<file path="config.mk">
export PLATFORM = sky130hd
export DESIGN_NAME = float_add_sub_unit
export DESIGN_NICKNAME = d
export VERILOG_FILES = /design/src/rtl/fasu_pkg.sv /design/src/rtl/fasu_norm.sv /design/src/rtl/float_add_sub_unit.sv
export SDC_FILE = /design/constraint.sdc
export NUM_CORES = 1
export LEC_CHECK = 0
export BUFFER_PORTS_ARGS = -buffer_cell sky130_fd_sc_hd__buf_2
export CORE_MARGIN = 8
export CORE_UTILIZATION = 26
export DETAILED_ROUTE_END_ITERATION = 6
export SLEW_MARGIN = 10
export SYNTH_ARGS = -nofsm -noshare
export SYNTH_HDL_FRONTEND = slang
export SYNTH_SLANG_ARGS = --single-unit
</file>
<file path="constraint.sdc">
create_clock -name clk -period 16.6 [get_ports clk]
set_clock_uncertainty 0.1 [all_clocks]
set_input_delay 1.66 -clock clk [delete_from_list [all_inputs] [get_ports clk]]
set_output_delay 1.66 -clock clk [all_outputs]
set_load 0.03 [all_outputs]
</file>
<file path="src/rtl/fasu_pkg.sv">
// Shared constants and types of the floating-point add/subtract unit.
package fasu_pkg;

	localparam int EXP_WIDTH = 11;
	localparam int FRAC_BITS = 52;

	typedef enum logic [1:0] {
		ST_OK  = 2'd0,
		ST_OVF = 2'd1,
		ST_UNF = 2'd2
	} status_t;

	// Load enables of the normalize stages
	typedef struct packed {
		logic load_s4;
		logic load_s5;
	} norm_ctrl_t;

endpackage

</file>
<file path="src/rtl/fasu_norm.sv">
// Normalize stages: carry renormalize, leading-zero count, left shift, exponent fix.
module fasu_norm #(
	parameter int EXP_WIDTH = fasu_pkg::EXP_WIDTH,
	parameter int FRAC_BITS = fasu_pkg::FRAC_BITS
) (
	input  logic                   clk,
	input  fasu_pkg::norm_ctrl_t   ctrl,
	input  logic [FRAC_BITS+1:0]   m3_s3,
	input  logic [EXP_WIDTH-1:0]   e3_s3,
	input  logic                   sign_s3,
	input  logic                   pass_s3,
	input  logic                   sub_s3,
	output logic                   res_sign,
	output logic [EXP_WIDTH-1:0]   res_exp,
	output logic [FRAC_BITS:0]     res_mant,
	output logic [1:0]             res_status
);

	localparam int MW = FRAC_BITS + 1;
	localparam int KW = $clog2(MW + 1);
	localparam int DW = ((EXP_WIDTH > KW) ? EXP_WIDTH : KW) + 1;

	// stage 4
	logic                 carry;
	logic [MW-1:0]        m4_next;
	logic [EXP_WIDTH-1:0] e4_next;
	logic [KW-1:0]        k_next;

	logic [MW-1:0]        m4_s4;
	logic [EXP_WIDTH-1:0] e4_s4;
	logic [KW-1:0]        k_s4;
	logic                 ovf_s4;
	logic                 sign_s4;
	logic                 pass_s4;
	logic                 sub_s4;

	always_comb begin
		carry   = !pass_s3 && !sub_s3 && m3_s3[MW];
		m4_next = carry ? m3_s3[MW:1] : m3_s3[MW-1:0];
		e4_next = carry ? e3_s3 + 1'b1 : e3_s3;
		// highest set bit wins
		k_next = KW'(MW);
		for (int i = 0; i < MW; i++) begin
			if (m3_s3[i]) begin
				k_next = KW'(MW - 1 - i);
			end
		end
	end

	always_ff @(posedge clk) begin
		if (ctrl.load_s4) begin
			m4_s4   <= m4_next;
			e4_s4   <= e4_next;
			k_s4    <= k_next;
			ovf_s4  <= carry && (&e3_s3);
			sign_s4 <= sign_s3;
			pass_s4 <= pass_s3;
			sub_s4  <= sub_s3;
		end
	end

	// stage 5
	logic                 shift_en;
	logic                 is_zero;
	logic [DW-1:0]        e_diff;
	logic                 unf;
	logic [MW-1:0]        m5_next;
	logic [EXP_WIDTH-1:0] e5_next;
	logic                 s5_next;
	fasu_pkg::status_t    st5_next;

	logic                 sign_s5;
	logic [EXP_WIDTH-1:0] e_s5;
	logic [MW-1:0]        m_s5;
	fasu_pkg::status_t    st_s5;

	always_comb begin
		shift_en = sub_s4 && !pass_s4;
		is_zero  = !pass_s4 && (m4_s4 == '0);
		e_diff   = DW'(e4_s4) - DW'(k_s4);
		unf      = shift_en && (DW'(k_s4) > DW'(e4_s4));
		m5_next  = shift_en ? (m4_s4 << k_s4) : m4_s4;
		e5_next  = shift_en ? e_diff[EXP_WIDTH-1:0] : e4_s4;
		s5_next  = sign_s4;
		if (ovf_s4) begin
			st5_next = fasu_pkg::ST_OVF;
		end else if (unf) begin
			st5_next = fasu_pkg::ST_UNF;
		end else begin
			st5_next = fasu_pkg::ST_OK;
		end
		// an exact zero sum or difference reads as +0 with exponent 0; a passed-through operand is kept as it is
		if (is_zero) begin
			s5_next  = 1'b0;
			e5_next  = '0;
			st5_next = fasu_pkg::ST_OK;
		end
	end

	always_ff @(posedge clk) begin
		if (ctrl.load_s5) begin
			sign_s5 <= s5_next;
			e_s5    <= e5_next;
			m_s5    <= m5_next;
			st_s5   <= st5_next;
		end
	end

	assign res_sign   = sign_s5;
	assign res_exp    = e_s5;
	assign res_mant   = m_s5;
	assign res_status = st_s5;

endmodule

</file>
<file path="src/rtl/float_add_sub_unit.sv">
// Top level of the pipelined floating-point add/subtract unit.
// Throughput: one operation per cycle while the output is not stalled; five register
// stages (exponent compare, alignment shift, add/subtract, leading-zero count,
// normalize shift).
// A stall on the output holds only the stages that are full; bubbles still advance.
// Reset clears the stage valid bits only; payload registers are not reset.
module float_add_sub_unit #(
	parameter int EXP_WIDTH = fasu_pkg::EXP_WIDTH,
	parameter int FRAC_BITS = fasu_pkg::FRAC_BITS
) (
	input  logic                 clk,
	input  logic                 arst_n,
	input  logic                 in_valid,
	output logic                 in_stall,
	input  logic                 req_type,
	input  logic                 a_sign,
	input  logic [EXP_WIDTH-1:0] a_exp,
	input  logic [FRAC_BITS:0]   a_mant,
	input  logic                 b_sign,
	input  logic [EXP_WIDTH-1:0] b_exp,
	input  logic [FRAC_BITS:0]   b_mant,
	output logic                 out_valid,
	input  logic                 out_stall,
	output logic                 res_sign,
	output logic [EXP_WIDTH-1:0] res_exp,
	output logic [FRAC_BITS:0]   res_mant,
	output logic [1:0]           res_status
);

	localparam int MW = FRAC_BITS + 1;

	// pipeline control
	logic v_s1, v_s2, v_s3, v_s4, v_s5;
	logic adv1, adv2, adv3, adv4, adv5;
	fasu_pkg::norm_ctrl_t norm_ctrl;

	assign adv5 = !v_s5 || !out_stall;
	assign adv4 = !v_s4 || adv5;
	assign adv3 = !v_s3 || adv4;
	assign adv2 = !v_s2 || adv3;
	assign adv1 = !v_s1 || adv2;
	assign in_stall  = !adv1;
	assign out_valid = v_s5;
	assign norm_ctrl = '{load_s4: adv4, load_s5: adv5};

	always_ff @(posedge clk or negedge arst_n) begin
		if (!arst_n) begin
			v_s1 <= 1'b0;
			v_s2 <= 1'b0;
			v_s3 <= 1'b0;
			v_s4 <= 1'b0;
			v_s5 <= 1'b0;
		end else begin
			if (adv1) v_s1 <= in_valid;
			if (adv2) v_s2 <= v_s1;
			if (adv3) v_s3 <= v_s2;
			if (adv4) v_s4 <= v_s3;
			if (adv5) v_s5 <= v_s4;
		end
	end

	// stage 1: operand zero check, exponent compare, order by exponent
	logic                 b_sign_eff;
	logic                 a_zero, b_zero;
	logic                 a_gt;
	logic [EXP_WIDTH-1:0] exp_diff;

	logic                 pass_s1;
	logic                 sx_s1, sy_s1;
	logic [EXP_WIDTH-1:0] e_s1;
	logic [EXP_WIDTH-1:0] diff_s1;
	logic [MW-1:0]        x_s1, y_s1;

	always_comb begin
		b_sign_eff = req_type ? ((b_mant != '0) ? ~b_sign : 1'b0) : b_sign;
		a_zero     = (a_mant == '0);
		b_zero     = (b_mant == '0);
		a_gt       = (a_exp > b_exp);
		exp_diff   = a_gt ? (a_exp - b_exp) : (b_exp - a_exp);
	end

	always_ff @(posedge clk) begin
		if (adv1) begin
			pass_s1 <= a_zero || b_zero;
			diff_s1 <= exp_diff;
			// a zero operand passes the other one through in the x lane
			if (a_zero || (!b_zero && !a_gt)) begin
				sx_s1 <= b_sign_eff;
				e_s1  <= b_exp;
				x_s1  <= b_mant;
				sy_s1 <= a_sign;
				y_s1  <= a_mant;
			end else begin
				sx_s1 <= a_sign;
				e_s1  <= a_exp;
				x_s1  <= a_mant;
				sy_s1 <= b_sign_eff;
				y_s1  <= b_mant;
			end
		end
	end

	// stage 2: align the smaller operand, truncating
	logic                 pass_s2;
	logic                 sx_s2, sy_s2;
	logic [EXP_WIDTH-1:0] e_s2;
	logic [MW-1:0]        x_s2, y_s2;

	always_ff @(posedge clk) begin
		if (adv2) begin
			pass_s2 <= pass_s1;
			sx_s2   <= sx_s1;
			sy_s2   <= sy_s1;
			e_s2    <= e_s1;
			x_s2    <= x_s1;
			y_s2    <= (int'(diff_s1) >= MW) ? '0 : (y_s1 >> diff_s1);
		end
	end

	// stage 3: pass x through for a zero operand; add on equal signs, larger minus smaller otherwise
	logic [MW:0]   sum;
	logic [MW-1:0] dxy, dyx;
	logic          x_ge_y;
	logic [MW:0]   m3_next;
	logic          s3_next;

	logic [MW:0]          m3_s3;
	logic [EXP_WIDTH-1:0] e_s3;
	logic                 sign_s3;
	logic                 pass_s3;
	logic                 sub_s3;

	always_comb begin
		sum    = {1'b0, x_s2} + {1'b0, y_s2};
		dxy    = x_s2 - y_s2;
		dyx    = y_s2 - x_s2;
		x_ge_y = (x_s2 >= y_s2);
		if (pass_s2 || (sx_s2 == sy_s2)) begin
			m3_next = pass_s2 ? {1'b0, x_s2} : sum;
			s3_next = sx_s2;
		end else if (x_ge_y) begin
			m3_next = {1'b0, dxy};
			s3_next = sx_s2;
		end else begin
			m3_next = {1'b0, dyx};
			s3_next = sy_s2;
		end
	end

	always_ff @(posedge clk) begin
		if (adv3) begin
			m3_s3   <= m3_next;
			e_s3    <= e_s2;
			sign_s3 <= s3_next;
			pass_s3 <= pass_s2;
			sub_s3  <= !pass_s2 && (sx_s2 != sy_s2);
		end
	end

	// stages 4 and 5
	fasu_norm #(
		.EXP_WIDTH(EXP_WIDTH),
		.FRAC_BITS(FRAC_BITS)
	) u_norm (
		.clk       (clk),
		.ctrl      (norm_ctrl),
		.m3_s3     (m3_s3),
		.e3_s3     (e_s3),
		.sign_s3   (sign_s3),
		.pass_s3   (pass_s3),
		.sub_s3    (sub_s3),
		.res_sign  (res_sign),
		.res_exp   (res_exp),
		.res_mant  (res_mant),
		.res_status(res_status)
	);

	// an empty first stage never pushes back
	a_empty_no_stall: assert property (@(posedge clk) disable iff (!arst_n)
		!v_s1 |-> !in_stall)
		else $error("input stalled with an empty first stage");

	// an input transfer fills the first stage
	a_transfer_fills: assert property (@(posedge clk) disable iff (!arst_n)
		in_valid && !in_stall |=> v_s1)
		else $error("input transfer lost");

	// exponent flags come only with a normalized mantissa
	a_flag_normalized: assert property (@(posedge clk) disable iff (!arst_n)
		out_valid && (res_status != fasu_pkg::ST_OK) |-> res_mant[FRAC_BITS])
		else $error("exponent flag on an unnormalized result");

	// overflow wraps the exponent to zero
	a_ovf_wraps: assert property (@(posedge clk) disable iff (!arst_n)
		out_valid && (res_status == fasu_pkg::ST_OVF) |-> (res_exp == '0))
		else $error("overflow without exponent wrap");

endmodule
</file>
# After elaboration in Yosys (flattened, before gate mapping)
# Index checks and enable logic that the tools add are counted.
[word_totals]
elab_cells = 167
out_inout_bits = 69
regBits = 465
[classes]
n_lt_le_gt_ge = 4
n_bitwise = 1
shift = 2
n_addsub = 7
n_eq_ne = 2
n_reduce_logical = 40
muxes = 71
[ops]
columns = ["op", "count"]
rows = [
  ["$mux W53", 5],
  ["$mux W5", 32],
  ["$logic_not A53 Y1", 3],
  ["$mux W54", 2],
  ["$sub A53 B53 Y53", 2],
  ["$add A53 B53 Y54", 1],
  ["$ge A53 B53 Y1", 1],
  ["$reduce_bool A53 Y1", 1],
  ["$shl A53 B6 Y53", 1],
  ["$shr A53 B11 Y53", 1],
  ["$mux W11", 4],
  ["$mux W4", 8],
  ["$reduce_or A32 Y1", 1],
  ["$mux W3", 8],
  ["$sub A11 B11 Y11", 2],
  ["$reduce_or A16 Y1", 1],
  ["$logic_not A1 Y1", 13],
  ["$add A11 B1 Y11 const B", 1],
  ["$ge A11 B6 Y1 const B", 1],
  ["$gt A11 B11 Y1", 1],
  ["$gt A6 B11 Y1", 1],
  ["$reduce_and A11 Y1", 1],
  ["$sub A11 B6 Y11", 1],
  ["$mux W1", 9],
  ["9 further kinds", 26],
]

# Longest topological paths before layout
[depth]
ltp_word = 52
depth_mapped = 18
mapped_depth_nobuf = 14

# By module
# A second synthesis with hierarchy kept.
[unflattened]
hier_cells = 3620
area_unflattened_um2 = 35686.7
[by_module_without_submodules]
columns = ["mod", "cells_each", "seq_area_each_um2", "area_each_um2", "instances"]
rows = [
  ["float_add_sub_unit", 2703, 9704.3, 25395.6, 1],
  ["fasu_norm", 917, 4234.1, 10291.1, 1],
]

# Worst setup path after synthesis
# OpenSTA, ideal clock, no wires.
[synth_path]
path_kind = "input port to output port"
startpoint = "input port out_stall"
endpoint = "output port in_stall"
arrival_ps = 7155
required_time_ps = 14840
path_slack_ps = 7685
stages = 3
path_cell_list = "and3_1 -> nand4_1 -> inv_1"
[synth_via]
elab_chain_cells = 7
[synth_lines]
columns = ["element", "line_no", "rtl"]
rows = [
  ["start, declared", "float_add_sub_unit.sv:23", "input logic out_stall,"],
  ["$logic_not A1 Y1", "float_add_sub_unit.sv:37", "assign adv5 = !v_s5 || !out_stall;"],
  ["$logic_or A1 B1 Y1", "float_add_sub_unit.sv:37", ""],
  ["$logic_or A1 B1 Y1", "float_add_sub_unit.sv:38", "assign adv4 = !v_s4 || adv5;"],
  ["$logic_or A1 B1 Y1", "float_add_sub_unit.sv:39", "assign adv3 = !v_s3 || adv4;"],
  ["$logic_or A1 B1 Y1", "float_add_sub_unit.sv:40", "assign adv2 = !v_s2 || adv3;"],
  ["$logic_or A1 B1 Y1", "float_add_sub_unit.sv:41", "assign adv1 = !v_s1 || adv2;"],
  ["$logic_not A1 Y1", "float_add_sub_unit.sv:42", "assign in_stall = !adv1;"],
  ["end, declared", "float_add_sub_unit.sv:14", "output logic in_stall,"],
]
# Every way passes these cells.

# Worst setup path after layout
[layout_path]
startpoint = "input port a_exp[1]"
endpoint = "register x_s1[16], data pin"
[layout_via]
elab_chain_cells = 5
[layout_lines]
columns = ["element", "line_no", "rtl"]
rows = [
  ["start, declared", "float_add_sub_unit.sv:17", "input logic [EXP_WIDTH-1:0] a_exp,"],
  ["$gt A11 B11 Y1", "float_add_sub_unit.sv:78", "a_gt = (a_exp > b_exp);"],
  ["$logic_not A1 Y1", "float_add_sub_unit.sv:87", "if (a_zero || (!b_zero && !a_gt)) begin"],
  ["$logic_and A1 B1 Y1", "float_add_sub_unit.sv:87", ""],
  ["$logic_or A1 B1 Y1", "float_add_sub_unit.sv:87", ""],
  ["$mux W53", "float_add_sub_unit.sv:87", ""],
  ["end signal, assigned", "float_add_sub_unit.sv:90", "x_s1 <= b_mant;"],
  ["end signal, assigned", "float_add_sub_unit.sv:96", "x_s1 <= a_mant;"],
  ["end, declared", "float_add_sub_unit.sv:72", "logic [MW-1:0] x_s1, y_s1;"],
]
# Every way passes these cells.
# A chain may end at the register's enable or synchronous reset.

==> flow_summary.ini <==
[layout]
syn_to_final_growth_pct = 12.6
fillers = 14019
finish.utilization_pct = 29.4
multiInputGateArea_sq_um = 19200
register_area_sq_um = 13900
layout-drive-gt1-share_pct = 15.7
fin_area_sq_um = 39300
layout_common_cells = edfxtp_1, nand2_1, a21oi_1
nets = 4066
final_common_cell = edfxtp_1
antenna-diode-count = 0

[timing]
drv_slew = 0
setup_violations = 0
finalCritPeriodShare_pct = 35.9
min_period_ps = 5970
relSlewSlack_pct = 29.2
rsz0062_at_grt = false
hold_viol = 0
tightest_slew_ps = 1060
fmax_ghz = 0.168
setup-tns-final_ps = 0

[global_routing]
grt_util_all_layers_pct = 15.4
antenna_found_initial = 11
grt_pass1_vias = 27928
grt_pass1_wl_um = 176000
grt.overflow.total = 0
grt_max_degree = 133

[synth]
synthCells = 3654
synth_top_area_share_pct = 39.6
synth-async-reset-ratio_pct = 1.08
synth-edff-count = 460
syn_area_sq_um = 34900
synth_fp_nets = 3981
synth.top_cells.by_area = edfxtp_1, ha_1, mux2_2
synth_area_leader_cell = edfxtp_1
yosys_register_bits = 465
syn_area_per_cell_sq_um = 9.54
synth_warnings = 0
synth_cell_types = 94
synthFlopType = edfxtp_1
synth_seq_area_share_pct = 40.0

[drt]
drtIter0Drc = 2794
post_drt_via_cell_ratio = 5.24
drc = 0
ant_nets = 0
vias = 29050
wirelength_um = 119000
first_pass_iters = 6
wl_per_cell_um = 21.5

[power]
leakagePower_uw = 0.0151
power.density_nw_per_um2 = 157
ir_drop_mv = 0.0801
total_power_uw = 6150

[floorplan]
num_rows = 134
ios = 204
design.core.area_sq_um = 133000
die_area_sq_um = 146000
start_util_pct = 26.2
die_w_um = 382
die_h_um = 382

[clock_network]
clock_sinks = 465
clk_latency_ps = 610
root_buffer = clkbuf_16
clk_pin_slew_ps = 70
cts_tree = done
cts_buffers = 53
cts_max_level = 2
cts_resized = 0
cts_max_path_buffers = 3
cts_setup_buffers = 0
hold_buffers = 0

[run_status]
status = completed

[run]
maxCapViolations = 0

[worst_setup_path]
path_class = in -> reg
startpoint = a_exp[1]
critPathArrivalTime_ps = 6230
critPathCaptureType = flip-flop
worstPathMaxFanout = 67
crit_end = x_s1[16]
worstSetupStartpointType = input pin
regToRegEndpoint = m3_s3[27]
rr_startpoint = x_s2[5]
worstPathRequired_ps = 16870
worstRegToRegCells = 13
rrSetupSlack_ps = 11140

[placed_design]
placed_area_sq_um = 37600
place_congestion = 0.984
place.port_buffers = 203
place_hpwl_um = 94200

[worst_hold_path]
min_path_type = reg -> reg
-- final cells by class --
class / instances / area share (%)
repair buffers: 246 / 3.44
clock buffers: 62 / 3.52
well taps: 1768 / 5.64
inverters: 230 / 2.20
multi-input cells: 2743 / 48.9
clock inverters: 33 / 0.771
flip-flops and latches: 465 / 35.5
-- per-layer routing --
| layer | vias up | global-route usage (%) | wire length, um |
|---|---|---|---|
| met5 | - | 0 | 11 |
| met4 | 2 | 3.90 | 3130 |
| met3 | 152 | 2.01 | 8430 |
| met2 | 1197 | 23.8 | 51600 |
| met1 | 13961 | 22.5 | 56200 |
| li1 | 13738 | - | - |
-- worst min-delay path by stage --
stage	start	end	slack, ps	depth (start not counted)
final	e_s1[3]	e_s2[3]	310	0
after detailed placement	e_s2[4]	e_s3[4]	300	0
after global routing	e_s1[3]	e_s2[3]	300	0
after CTS	e_s1[3]	e_s2[3]	290	0
after global placement	pass_s1	pass_s2	300	0
after floorplan	e_s1[0]	e_s2[0]	300	0
-- logic make-up (layout without fill, tap and decap cells) --
family          count (synthesis)  count (layout)  synth area share [%]
compound gates               1048            1048                  19.0
simple gates                 1030            1030                  13.6
flops                         465             465                  40.0
buf+inv                       446             571                  5.26
mux                           403             403                  13.4
fa+ha+maj                     192             192                  7.02
xor+xnor                       70              70                  1.76
-- through the flow --
| stage | hold slack (ps) | worst slack [ps] | cells |
|---|---|---|---|
| 3_5_place_dp | 305 | 9990 | 5452 |
| 4_1_cts | 294 | 10660 | 5547 |
| 2_1_floorplan | 300 | 7680 | 3654 |
| 6_report | 313 | 10630 | 5547 |
| 5_1_grt | 303 | 10270 | 5547 |
| 3_3_place_gp | 302 | 10070 | 5452 |
-- worst max-delay path, cell delays in order --
cell and delay (ps):
buf_2 120, inv_1 90, ha_1 340, nor2b_1 140, o21ai_1 140, a21boi_0 100, o21a_1 190, o21ai_1 180
a21oi_1 110, a2111oi_2 440, o21ai_2 340, o21bai_4 570, buf_4 550, buf_4 740, mux2_2 430
-- report_power, final --
part | leakage (uW) | internal (uW) | switching (uW)
combinational | 0.00937 | 1060 | 1870
sequential | 0.00487 | 1740 | 349
clock | 0.000819 | 648 | 487
-- sequential cells by signal (all words and copies together), names as in the netlist, 2 cells and up --
register,cells
diff_s1,11
e_s1,11
e_s2,11
e_s3,11
m3_s3,54
u_norm.e4_s4,11
u_norm.k_s4,6
u_norm.m4_s4,53
u_norm.res_exp,11
u_norm.res_mant,53
u_norm.res_status,2
x_s1,53
x_s2,53
y_s1,53
y_s2,53
-- synth_stat cells (31+ instances only) --
library cell / instances
a211oi_1: 55
a21o_1: 43
a21oi_1: 329
buf_2: 44
clkbuf_1: 129
edfxtp_1: 460
ha_1: 186
inv_1: 226
mux2_2: 187
mux2i_1: 183
mux4_2: 31
nand2_1: 382
nand3_1: 45
nand4_1: 47
nor2_1: 277
nor2b_1: 32
nor3_1: 67
nor4_1: 64
o21ai_0: 225
o21ai_1: 35
o21bai_1: 65
xnor2_1: 58
Note: power is estimated with default switching activity, not from simulation.
